### src/hw/rtl/assert_macros.svh
// assertion helpers shared by the rtl
`ifndef ASSERT_MACROS_SVH
`define ASSERT_MACROS_SVH

// plain property checked on every rising clock edge outside reset
`define BFH_ASSERT(lbl, prop, msg) \
  lbl: assert property (@(posedge clk_i) disable iff (!rst_ni) (prop)) else $error(msg);

// implication: when ante holds, cons holds in the same cycle
`define BFH_ASSERT_IMPL(lbl, ante, cons, msg) \
  lbl: assert property (@(posedge clk_i) disable iff (!rst_ni) (ante) |-> (cons)) \
    else $error(msg);

`endif

### src/hw/rtl/bfh_pkg.sv
package bfh_pkg;

  localparam int unsigned LEN_W = 16;
  localparam int unsigned OFS_W = 31;
  localparam int unsigned CFG_IDX_W = 1;
  localparam int unsigned CFG_W = 31;

  localparam logic MODE_ALLOC   = 1'b0;
  localparam logic MODE_RELEASE = 1'b1;

  localparam logic [CFG_IDX_W-1:0] REG_MIN_SPLIT  = 1'b0;
  localparam logic [CFG_IDX_W-1:0] REG_DATA_START = 1'b1;

  localparam logic [LEN_W-1:0] MIN_SPLIT_RST = 16'd10;
  localparam logic [OFS_W-1:0] DATA_START_RST = 31'd0;
  // every record carries one delimiter byte
  localparam logic [OFS_W-1:0] DELIM_LEN = 31'd1;

  typedef enum logic [1:0] {
    OP_HOLD = 2'd0,
    OP_CMP  = 2'd1,
    OP_INS  = 2'd2,
    OP_DEL  = 2'd3
  } cell_op_e;

  typedef struct packed {
    cell_op_e         op;
    logic             strict;
    logic [LEN_W-1:0] key;
    logic [OFS_W-1:0] new_ofs;
    logic [LEN_W-1:0] new_size;
  } ctrl_t;

endpackage

### src/hw/rtl/bfh_cell.sv
module bfh_cell #(
  parameter int unsigned Idx  = 0,
  parameter int unsigned CntW = 5
) (
  input  logic                       clk_i,
  input  logic                       rst_ni,
  input  bfh_pkg::ctrl_t             ctrl_i,
  input  logic [CntW-1:0]            count_i,
  input  logic                       left_after_i,
  input  logic [bfh_pkg::OFS_W-1:0]  left_ofs_i,
  input  logic [bfh_pkg::LEN_W-1:0]  left_size_i,
  input  logic [bfh_pkg::OFS_W-1:0]  right_ofs_i,
  input  logic [bfh_pkg::LEN_W-1:0]  right_size_i,
  output logic [bfh_pkg::OFS_W-1:0]  ofs_o,
  output logic [bfh_pkg::LEN_W-1:0]  size_o,
  output logic                       hit_o,
  output logic                       after_o
);

  localparam logic [CntW-1:0] MyIdx = CntW'(Idx);

  logic [bfh_pkg::OFS_W-1:0] ofs_q;
  logic [bfh_pkg::LEN_W-1:0] size_q;
  logic                      hit_q;
  logic                      valid;
  logic                      cmp_hit;

  assign valid   = MyIdx < count_i;
  assign cmp_hit = valid && (ctrl_i.strict ? (size_q > ctrl_i.key) : (size_q >= ctrl_i.key));

  always_ff @(posedge clk_i or negedge rst_ni) begin
    if (!rst_ni) begin
      hit_q <= 1'b0;
    end else if (ctrl_i.op == bfh_pkg::OP_CMP) begin
      hit_q <= cmp_hit;
    end
  end

  // insertion point and everything past it, including the free tail
  assign after_o = hit_q || (MyIdx >= count_i);

  always_ff @(posedge clk_i) begin
    case (ctrl_i.op)
      bfh_pkg::OP_INS: begin
        if (left_after_i) begin
          ofs_q  <= left_ofs_i;
          size_q <= left_size_i;
        end else if (after_o) begin
          ofs_q  <= ctrl_i.new_ofs;
          size_q <= ctrl_i.new_size;
        end
      end
      bfh_pkg::OP_DEL: begin
        if (hit_q) begin
          ofs_q  <= right_ofs_i;
          size_q <= right_size_i;
        end
      end
      default: begin
      end
    endcase
  end

  assign ofs_o  = ofs_q;
  assign size_o = size_q;
  assign hit_o  = hit_q;

endmodule

### src/hw/rtl/best_fit_hole_allocator_core.sv
// Best-fit hole allocator. Free holes live in a row of FREE_SLOTS cells kept sorted by size;
// every cell compares its own entry in parallel, and inserts or removals then move entries one
// cell toward a neighbor. A transaction is taken when start_i is high and busy_o is low; its
// result is on the outputs with done_o for exactly one cycle, registered after the compare and
// execute states, and cannot be held off. Allocate, append and release keep busy_o high through
// the compare and execute states; an allocate whose leftover goes back into the table also stays
// busy through the extra compare and shift pass over the cell row (split compare, split insert).
// Writing data_start also reloads the end pointer.
`include "assert_macros.svh"

module best_fit_hole_allocator_core #(
  parameter int unsigned FREE_SLOTS = 16
) (
  input  logic                          clk_i,
  input  logic                          rst_ni,
  input  logic                          cfg_we_i,
  input  logic [bfh_pkg::CFG_IDX_W-1:0] cfg_idx_i,
  input  logic [bfh_pkg::CFG_W-1:0]     cfg_wdata_i,
  input  logic                          start_i,
  output logic                          busy_o,
  input  logic                          mode_i,
  input  logic [bfh_pkg::LEN_W-1:0]     item_length_i,
  input  logic [bfh_pkg::OFS_W-1:0]     item_offset_i,
  output logic                          done_o,
  output logic [bfh_pkg::OFS_W-1:0]     placed_offset_o,
  output logic                          reused_hole_o,
  output logic                          status_o
);

  localparam int unsigned CntW = $clog2(FREE_SLOTS + 1);
  localparam logic [CntW-1:0] SlotsMax = CntW'(FREE_SLOTS);

  typedef enum logic [4:0] {
    S_IDLE      = 5'b00001,
    S_CMP       = 5'b00010,
    S_EXEC      = 5'b00100,
    S_SPLIT_CMP = 5'b01000,
    S_SPLIT_INS = 5'b10000
  } state_e;

  state_e state_q, state_d;

  logic                      mode_q;
  logic [bfh_pkg::LEN_W-1:0] len_q;
  logic [bfh_pkg::OFS_W-1:0] ofs_q;
  logic [CntW-1:0]           count_q, count_d;
  logic [bfh_pkg::OFS_W-1:0] end_q, end_d;
  logic [bfh_pkg::LEN_W-1:0] min_split_q;
  logic [bfh_pkg::LEN_W-1:0] left_q, left_d;
  logic [bfh_pkg::OFS_W-1:0] left_ofs_q, left_ofs_d;
  logic                      done_q, done_d;
  logic [bfh_pkg::OFS_W-1:0] placed_q, placed_d;
  logic                      reused_q, reused_d;
  logic                      status_q, status_d;

  bfh_pkg::ctrl_t            ctrl;

  logic [bfh_pkg::OFS_W-1:0] ofs_w  [FREE_SLOTS];
  logic [bfh_pkg::LEN_W-1:0] size_w [FREE_SLOTS];
  logic [FREE_SLOTS-1:0]     hit_w;
  logic [FREE_SLOTS-1:0]     after_w;
  logic [FREE_SLOTS-1:0]     sel;
  logic [bfh_pkg::OFS_W-1:0] sel_ofs;
  logic [bfh_pkg::LEN_W-1:0] sel_size;
  logic                      found;
  logic                      full;
  logic [bfh_pkg::LEN_W:0]   left_wide;
  logic                      split_ok;

  for (genvar g = 0; g < FREE_SLOTS; g++) begin : g_cell
    logic                      l_after;
    logic [bfh_pkg::OFS_W-1:0] l_ofs;
    logic [bfh_pkg::LEN_W-1:0] l_size;
    logic [bfh_pkg::OFS_W-1:0] r_ofs;
    logic [bfh_pkg::LEN_W-1:0] r_size;

    if (g == 0) begin : g_first
      assign l_after = 1'b0;
      assign l_ofs   = '0;
      assign l_size  = '0;
    end else begin : g_mid
      assign l_after = after_w[g-1];
      assign l_ofs   = ofs_w[g-1];
      assign l_size  = size_w[g-1];
    end

    if (g == FREE_SLOTS - 1) begin : g_last
      assign r_ofs  = '0;
      assign r_size = '0;
    end else begin : g_inner
      assign r_ofs  = ofs_w[g+1];
      assign r_size = size_w[g+1];
    end

    bfh_cell #(
      .Idx  (g),
      .CntW (CntW)
    ) u_cell (
      .clk_i        (clk_i),
      .rst_ni       (rst_ni),
      .ctrl_i       (ctrl),
      .count_i      (count_q),
      .left_after_i (l_after),
      .left_ofs_i   (l_ofs),
      .left_size_i  (l_size),
      .right_ofs_i  (r_ofs),
      .right_size_i (r_size),
      .ofs_o        (ofs_w[g]),
      .size_o       (size_w[g]),
      .hit_o        (hit_w[g]),
      .after_o      (after_w[g])
    );
  end

  // hits are monotonic along the sorted row, so the first one is where the left neighbor misses
  always_comb begin
    sel_ofs  = '0;
    sel_size = '0;
    for (int i = 0; i < FREE_SLOTS; i++) begin
      sel[i]   = hit_w[i] && ((i == 0) ? 1'b1 : !hit_w[(i == 0) ? 0 : i-1]);
      sel_ofs  = sel_ofs | ({bfh_pkg::OFS_W{sel[i]}} & ofs_w[i]);
      sel_size = sel_size | ({bfh_pkg::LEN_W{sel[i]}} & size_w[i]);
    end
  end

  assign found     = |sel;
  assign full      = count_q >= SlotsMax;
  assign left_wide = {1'b0, sel_size} - {1'b0, len_q} - {{bfh_pkg::LEN_W{1'b0}}, 1'b1};
  assign split_ok  = found && (sel_size > len_q) &&
                     (left_wide[bfh_pkg::LEN_W-1:0] >= min_split_q);

  always_comb begin
    ctrl.op       = bfh_pkg::OP_HOLD;
    ctrl.strict   = 1'b0;
    ctrl.key      = len_q;
    ctrl.new_ofs  = ofs_q;
    ctrl.new_size = len_q;

    state_d    = state_q;
    count_d    = count_q;
    end_d      = end_q;
    left_d     = left_q;
    left_ofs_d = left_ofs_q;
    done_d     = 1'b0;
    placed_d   = placed_q;
    reused_d   = reused_q;
    status_d   = status_q;

    case (state_q)
      S_IDLE: begin
        if (start_i) begin
          state_d = S_CMP;
        end
      end
      S_CMP: begin
        ctrl.op     = bfh_pkg::OP_CMP;
        ctrl.strict = (mode_q == bfh_pkg::MODE_RELEASE);
        state_d     = S_EXEC;
      end
      S_EXEC: begin
        done_d  = 1'b1;
        state_d = S_IDLE;
        if (mode_q == bfh_pkg::MODE_RELEASE) begin
          placed_d = '0;
          reused_d = 1'b0;
          status_d = full;
          if (!full) begin
            ctrl.op = bfh_pkg::OP_INS;
            count_d = count_q + 1'b1;
          end
        end else if (found) begin
          ctrl.op    = bfh_pkg::OP_DEL;
          count_d    = count_q - 1'b1;
          placed_d   = sel_ofs;
          reused_d   = 1'b1;
          status_d   = 1'b0;
          left_d     = left_wide[bfh_pkg::LEN_W-1:0];
          left_ofs_d = sel_ofs + bfh_pkg::OFS_W'(len_q) + bfh_pkg::DELIM_LEN;
          if (split_ok) begin
            state_d = S_SPLIT_CMP;
          end
        end else begin
          placed_d = end_q;
          reused_d = 1'b0;
          status_d = 1'b0;
          end_d    = end_q + bfh_pkg::OFS_W'(len_q) + bfh_pkg::DELIM_LEN;
        end
      end
      S_SPLIT_CMP: begin
        ctrl.op     = bfh_pkg::OP_CMP;
        ctrl.strict = 1'b1;
        ctrl.key    = left_q;
        state_d     = S_SPLIT_INS;
      end
      S_SPLIT_INS: begin
        // a slot was just freed by the removal, so there is always room
        ctrl.op       = bfh_pkg::OP_INS;
        ctrl.new_ofs  = left_ofs_q;
        ctrl.new_size = left_q;
        count_d       = count_q + 1'b1;
        state_d       = S_IDLE;
      end
      default: begin
        state_d = S_IDLE;
      end
    endcase

    if (cfg_we_i) begin
      case (cfg_idx_i)
        bfh_pkg::REG_DATA_START: end_d = cfg_wdata_i;
        default: begin
        end
      endcase
    end
  end

  always_ff @(posedge clk_i or negedge rst_ni) begin
    if (!rst_ni) begin
      state_q     <= S_IDLE;
      count_q     <= '0;
      end_q       <= bfh_pkg::DATA_START_RST;
      min_split_q <= bfh_pkg::MIN_SPLIT_RST;
      done_q      <= 1'b0;
    end else begin
      state_q <= state_d;
      count_q <= count_d;
      end_q   <= end_d;
      done_q  <= done_d;
      if (cfg_we_i) begin
        case (cfg_idx_i)
          bfh_pkg::REG_MIN_SPLIT: min_split_q <= cfg_wdata_i[bfh_pkg::LEN_W-1:0];
          default: begin
          end
        endcase
      end
    end
  end

  always_ff @(posedge clk_i) begin
    if (start_i && (state_q == S_IDLE)) begin
      mode_q <= mode_i;
      len_q  <= item_length_i;
      ofs_q  <= item_offset_i;
    end
    left_q     <= left_d;
    left_ofs_q <= left_ofs_d;
    placed_q   <= placed_d;
    reused_q   <= reused_d;
    status_q   <= status_d;
  end

  assign busy_o          = (state_q != S_IDLE);
  assign done_o          = done_q;
  assign placed_offset_o = placed_q;
  assign reused_hole_o   = reused_q;
  assign status_o        = status_q;

  `BFH_ASSERT(a_count_bound, count_q <= SlotsMax, "hole count beyond table size")
  `BFH_ASSERT(a_one_select, $onehot0(sel), "more than one first-fit cell selected")
  `BFH_ASSERT_IMPL(a_done_after_exec, done_o, $past(state_q) == S_EXEC, "result without execute")
  `BFH_ASSERT_IMPL(a_split_room, state_q == S_SPLIT_INS, count_q < SlotsMax, "split with full table")

endmodule

### config.mk
export PLATFORM = sky130hd
export DESIGN_NAME = best_fit_hole_allocator_core
export DESIGN_NICKNAME = d
export VERILOG_FILES = /design/src/hw/rtl/bfh_pkg.sv /design/src/hw/rtl/bfh_cell.sv /design/src/hw/rtl/best_fit_hole_allocator_core.sv
export VERILOG_INCLUDE_DIRS = /design/src /design/src/hw/rtl
export SDC_FILE = /design/constraint.sdc
export NUM_CORES = 2
export LEC_CHECK = 0
export BUFFER_PORTS_ARGS = -buffer_cell sky130_fd_sc_hd__clkbuf_2
export CAP_MARGIN = 15
export CELL_PAD_IN_SITES_DETAIL_PLACEMENT = 1
export CELL_PAD_IN_SITES_GLOBAL_PLACEMENT = 1
export CORE_AREA = 2 2 350 352
export DETAILED_ROUTE_END_ITERATION = 8
export DIE_AREA = 0 0 352 354
export PLACE_DENSITY_LB_ADDON = 0.1
export SLEW_MARGIN = 20
export SYNTH_ARGS = -nofsm -noshare
export SYNTH_HDL_FRONTEND = slang
export SYNTH_HIERARCHICAL = 1
export SYNTH_SLANG_ARGS = --single-unit
### constraint.sdc
create_clock -name clk_i -period 7.57 [get_ports clk_i]
set_input_delay 1.1355 -clock clk_i [delete_from_list [all_inputs] [get_ports clk_i]]
set_output_delay 1.1355 -clock clk_i [all_outputs]
set_load 0.01 [all_outputs]
======== After elaboration in Yosys (flattened, before gate mapping) ========
Index checks and enable logic that the tools add are counted.
W data, S select, Z words.
storage, ports and cells
  register bits after elaboration ......... 954
cells by class
  bitwise operators ....................... 64
  reductions and logical operators ........ 88
  add/subtract/negate cells ............... 8
  multiplexer cells ....................... 166
  $lt $le $gt $ge ......................... 67
  equality and inequality tests ........... 44
operators with widths
  operator                 count
  $mux W31                 53
  $pmux W31 S2             16
  $mux W16                 48
  $pmux W16 S2             16
  $and A31 B31 Y31         16
  $or A31 B31 Y31          15
  $ge A16 B16 Y1           17
  $gt A16 B16 Y1           17
  $and A16 B16 Y16         16
  $or A16 B16 Y16          15
  $add A31 B1 Y31 const B  2
  $add A31 B16 Y31         2
  $reduce_and A3 Y1        18
  $mux W47                 1
  $ge A4 B5 Y1 const A     8
  $lt A4 B5 Y1 const A     8
  $ne A3 B1 Y1 const B     13
  $logic_and A1 B1 Y1      34
  $ne A2 B1 Y1 const B     17
  $ge A3 B5 Y1 const A     4
  $lt A3 B5 Y1 const A     4
  $mux W5                  4
  $pmux W5 S4              1
  $mux W1                  18
  32 further kinds         74

======== Logic depth before layout (Yosys ltp) ========
  depth in word-level cells ............... 26
  gate-level depth with buffers ........... 24

======== Cells and area by module ========
Netlist, hierarchy kept.
modules (own cells, without submodules)
  module                             cells an instance  instances  sequential area each (µm²)  area an instance (µm²)
  best_fit_hole_allocator_core       1581               1          5298.8                      14756.7
  bfh_cell at g_cell[0].u_cell ...   272                2          1436.4                      2906.5
  bfh_cell at g_cell[13].u_cell ...  271                2          1436.4                      2901.5
  bfh_cell at g_cell[14].u_cell ...  272                2          1436.4                      2897.8
  bfh_cell at g_cell[12].u_cell      272                1          1436.4                      2912.8
  bfh_cell at g_cell[10].u_cell      273                1          1436.4                      2909.0
  bfh_cell at g_cell[9].u_cell       271                1          1436.4                      2909.0
  bfh_cell at g_cell[4].u_cell       274                1          1436.4                      2905.3
  bfh_cell at g_cell[5].u_cell       271                1          1436.4                      2902.8
  bfh_cell at g_cell[11].u_cell      271                1          1436.4                      2900.3
  bfh_cell at g_cell[7].u_cell       271                1          1436.4                      2899.0
  bfh_cell at g_cell[8].u_cell       272                1          1436.4                      2899.0
  bfh_cell at g_cell[15].u_cell      275                1          1436.4                      2856.5
  bfh_cell at g_cell[3].u_cell       275                1          1436.4                      2851.5

======== Worst setup path after synthesis ========
OpenSTA, ideal clock, no wires.
  path type ............................... reg-to-reg
  from .................................... reg g_cell[4].u_cell.hit_q
  to ...................................... reg g_cell[10].u_cell.ofs_q (netlist bit g_cell[10].u_cell/ofs_o[0]), enable pin
  data arrival time ....................... 6.377 ns
  setup slack ............................. 0.669 ns
  required time ........................... 7.046 ns
  path buffers ............................ 2
  stages on the path, launching flop included .. 9
  cell sequence ........................... dfrtp_1 -> nor2b_1 -> clkbuf_1 -> nor4_1 -> and4_1 -> buf_4 -> and2b_1 -> o31ai_2 -> a21boi_0
RTL lines
  element                 line            RTL
  from (decl)             bfh_cell.sv:24  logic hit_q;
  from (signal assigned)  bfh_cell.sv:35  hit_q <= cmp_hit;
  to (signal assigned)    bfh_cell.sv:46  ofs_q <= left_ofs_i;
  to (signal assigned)    bfh_cell.sv:49  ofs_q <= ctrl_i.new_ofs;
  to (signal assigned)    bfh_cell.sv:55  ofs_q <= right_ofs_i;
  to (decl)               bfh_cell.sv:22  logic [bfh_pkg::OFS_W-1:0] ofs_q;

======== Final worst setup path ========
  from .................................... reg g_cell[5].u_cell.hit_q
  to ...................................... reg left_ofs_q[27] (netlist bit) (data pin)
between the ends
  cells in the longest elaborated chain, start to end .. 15
ends and longest elaborated chain
  element                                                         line                                                                      RTL
  from (decl)                                                     bfh_cell.sv:24
  from (signal assigned)                                          bfh_cell.sv:35
  $logic_and A1 B1 Y1 / $logic_not A1 Y1 (equally long branches)  best_fit_hole_allocator_core.sv:120                                       sel[i] = hit_w[i] && ((i == 0) ? 1'b1 : !hit_w[(i == 0) ? 0 : i-1]);
  $and A31 B31 Y31 / $logic_and A1 B1 Y1 (equally long branches)  best_fit_hole_allocator_core.sv:121, best_fit_hole_allocator_core.sv:120
  $or A31 B31 Y31 / $and A31 B31 Y31 (equally long branches)      best_fit_hole_allocator_core.sv:121                                       sel_ofs = sel_ofs | ({bfh_pkg::OFS_W{sel[i]}} & ofs_w[i]);
  $or A31 B31 Y31 (*) (10 in a row)                               best_fit_hole_allocator_core.sv:121
  $add A31 B16 Y31 (*)                                            best_fit_hole_allocator_core.sv:178                                       left_ofs_d = sel_ofs + bfh_pkg::OFS_W'(len_q) + bfh_pkg::DELIM_LEN;
  $add A31 B1 Y31 (*)                                             best_fit_hole_allocator_core.sv:178
  to (signal assigned)                                            best_fit_hole_allocator_core.sv:246                                       left_ofs_q <= left_ofs_d;
  to (decl)                                                       best_fit_hole_allocator_core.sv:50                                        logic [bfh_pkg::OFS_W-1:0] left_ofs_q, left_ofs_d;
Every way passes the cells marked *; elsewhere a longest branch is shown, timed or not.
A chain may end at the register's enable or synchronous reset.

==> flow_metrics.py <==
metrics = {
    "run_status": {
        "status": "complete, no violations",
    },
    "finish": {
        "fin_nets": 6431,
        "final_layout_size_suffix_gt1_share_pct": 9.99,
        "fin_util_pct": 55.7,
        "area_growth_pct": 10.2,
        "stdcell_area_um2": 67300,
    },
    "timing": {
        "skew_ns": 0.0450,
        "setup_tns_ns": 0,
        "rsz0062_at_grt": "false",
        "fin_crit_sh_pct": 79.5,
        "worstMarginPinSlew_ns": 1.27,
        "finalSetupViolCount": 0,
        "fmax_mhz": 166,
        "hold_violations": 0,
        "maxSlewHeadroom_pct": 15.3,
        "drv_slew": 0,
        "finalCriticalPeriod_ns": 6.02,
        "setup_ws_ns": 1.55,
    },
    "critical_path": {
        "criticalPathCategory": "register to register",
        "critPathLaunchType": "register",
        "cp-startpoint": "g_cell[5].u_cell/hit_o",
        "worst-path-max-fanout": 20,
        "r2r_start": "g_cell[5].u_cell/hit_o",
        "crit_arrival_ns": 6.47,
        "critPathRequiredTime_ns": 8.02,
        "crit_path_end_kind": "register",
    },
    "placement": {
        "place_ws_ns": 1.86,
        "dp_hpwl_um": 185000,
        "port_buffers": 118,
        "place_congestion": 0.994,
        "dpl_cell_area_um2": 63600,
    },
    "global_route": {
        "grt_first_pass_wirelength_um": 389000,
        "grt_pass1_vias": 53103,
        "grt_use_total_pct": 43.4,
        "grt-ovfl-total": 0,
        "antenna_found_initial": 9,
        "grt_max_degree": 78,
    },
    "hold_path": {
        "hold_path_class": "input port to asynchronous set/reset pin",
    },
    "clock_network": {
        "cts_tree": "yes",
        "cts_buffers": 110,
        "hold_buffers": 0,
        "cts.reportedPaths.clkPinSlew_ns": 0.07,
        "cts-htree-levels": 3,
        "clk_path_buf_depth": 3,
        "cts_setup_buffers": 0,
        "clk_latency_ns": 0.75,
        "cts_resized": 0,
        "root_buffer": "clkbuf_16",
        "clock-sinks": 954,
    },
    "route": {
        "ant_nets": 0,
        "wl_per_cell_um": 35.8,
        "vias": 53639,
        "firstDrtPassIters": 6,
        "drt-total-wl_um": 277000,
        "drc": 0,
        "initialDrtViolationCount": 7751,
        "viasPerCell": 6.93,
    },
    "die": {
        "dieArea_um2": 125000,
        "rows": 128,
        "die_y_um": 354,
        "core_area_um2": 121000,
        "die_x_um": 352,
        "initial_utilization_pct": 50.5,
        "pin_count": 119,
    },
    "power": {
        "finalPower_w": 0.0244,
        "p_per_area_nw_per_um2": 362,
        "vdd_drop_max_uv": 257,
        "leakage_nw": 26.9,
    },
    "synthesis": {
        "syn_area_per_cell_um2": 10.3,
        "ys_warn_count": 6,
        "synth_area_um2": 61100,
        "synth_cells": 5935,
    },
    "job": {
        "cap_viol_max_count": 0,
    },
}
## stage by stage
step	cells	hold slack (ns)
global placement	7531	0.496
floorplan	6029	0.480
finish	7740	0.377
global route	7734	0.378
detailed placement	7531	0.508
CTS	7730	0.374
## report_power, final
group	total [W]	switching [W]	leakage (nW)	internal [W]
clock	0.00549	0.00234	1.76	0.00315
sequential	0.00730	0.000441	8.85	0.00686
combinational	0.0116	0.00762	16.3	0.00399
## flip-flops by register name (all words and copies together), names as in the netlist
signal and cells:
mode_q 1, left_ofs_q 31, reused_hole_o 1, placed_offset_o 31
status_o 1, end_q 31, g_cell.u_cell/ofs_o 496, done_o 1
ofs_q 31, state_q 5, g_cell.u_cell/size_o 256, min_split_q 16
len_q 16, count_q 5, left_q 16, g_cell.u_cell/hit_o 16
## cell usage in the layout (no fill, tap or decap), types with 17 or more instances in the layout
| master | count |
|---|---|
| edfxtp_1 | 880 |
| xnor2_1 | 42 |
| conb_1 | 95 |
| mux2i_1 | 757 |
| a22o_1 | 120 |
| clkbuf_2 | 117 |
| nand2b_1 | 33 |
| a21o_1 | 23 |
| dfrtp_1 | 70 |
| and2_1 | 18 |
| a221oi_1 | 126 |
| mux2_2 | 48 |
| o21ai_1 | 195 |
| o21ai_0 | 675 |
| nand3_1 | 19 |
| o21a_1 | 17 |
| clkbuf_16 | 114 |
| xor2_1 | 21 |
| and3_1 | 19 |
| a21oi_1 | 177 |
| nor3_1 | 23 |
| nand4_1 | 84 |
| nor2_1 | 144 |
| clkinv_2 | 20 |
| inv_1 | 310 |
| nand2_1 | 954 |
| buf_4 | 128 |
| nand3b_1 | 50 |
| a22oi_1 | 120 |
| ha_1 | 323 |
| clkbuf_1 | 26 |
## final timing paths
| kind | endpoint | slack, ns | cells past startpoint |
|---|---|---|---|
| setup / recovery | left_ofs_q[27] | 1.55 | 17 |
| hold / removal | min_split_q[4] | 0.38 | 1 |
| setup reg to reg | left_ofs_q[27] | 1.55 | 17 |
| hold reg to reg | min_split_q[3] | 0.51 | 2 |
| max in group asynchronous | done_o | 6.12 | 2 |
| min in group clk_i | min_split_q[3] | 0.51 | 2 |
## layer usage
layer | track usage [%] | wire (um) | vias up
met5 | 0.226 | 104 | -
met4 | 18.0 | 13700 | 8
met3 | 14.3 | 37100 | 806
met2 | 65.1 | 119000 | 3710
met1 | 57.7 | 108000 | 26985
li1 | - | - | 22130
## critical path, stage by stage (launching register included)
cell      delay [ns]
dfrtp_1         0.71
nor2b_4         0.94
buf_4           0.45
buf_4           0.47
a22o_1          0.22
a221oi_1        0.04
and3_1          0.19
nand4_1         0.45
ha_1            0.28
o21a_1          0.15
o31a_1          0.21
o211ai_1        0.20
a41oi_1         0.33
o21ai_0         0.13
a21oi_1         0.44
nand2_1         0.20
nor2_1          0.17
xnor2_1         0.08
## cell type report
class | instances | area (um2)
diodes | 7 | 17.5
clock buffers | 147 | 3050
clock inverters | 52 | 549
fillers | 13115 | 53600
inverters | 312 | 1170
multi-input cells | 4393 | 30600
flip-flops and latches | 954 | 28300
well taps | 1625 | 2030
repair buffers | 250 | 1660
Note: power is estimated with default switching activity, not from simulation.
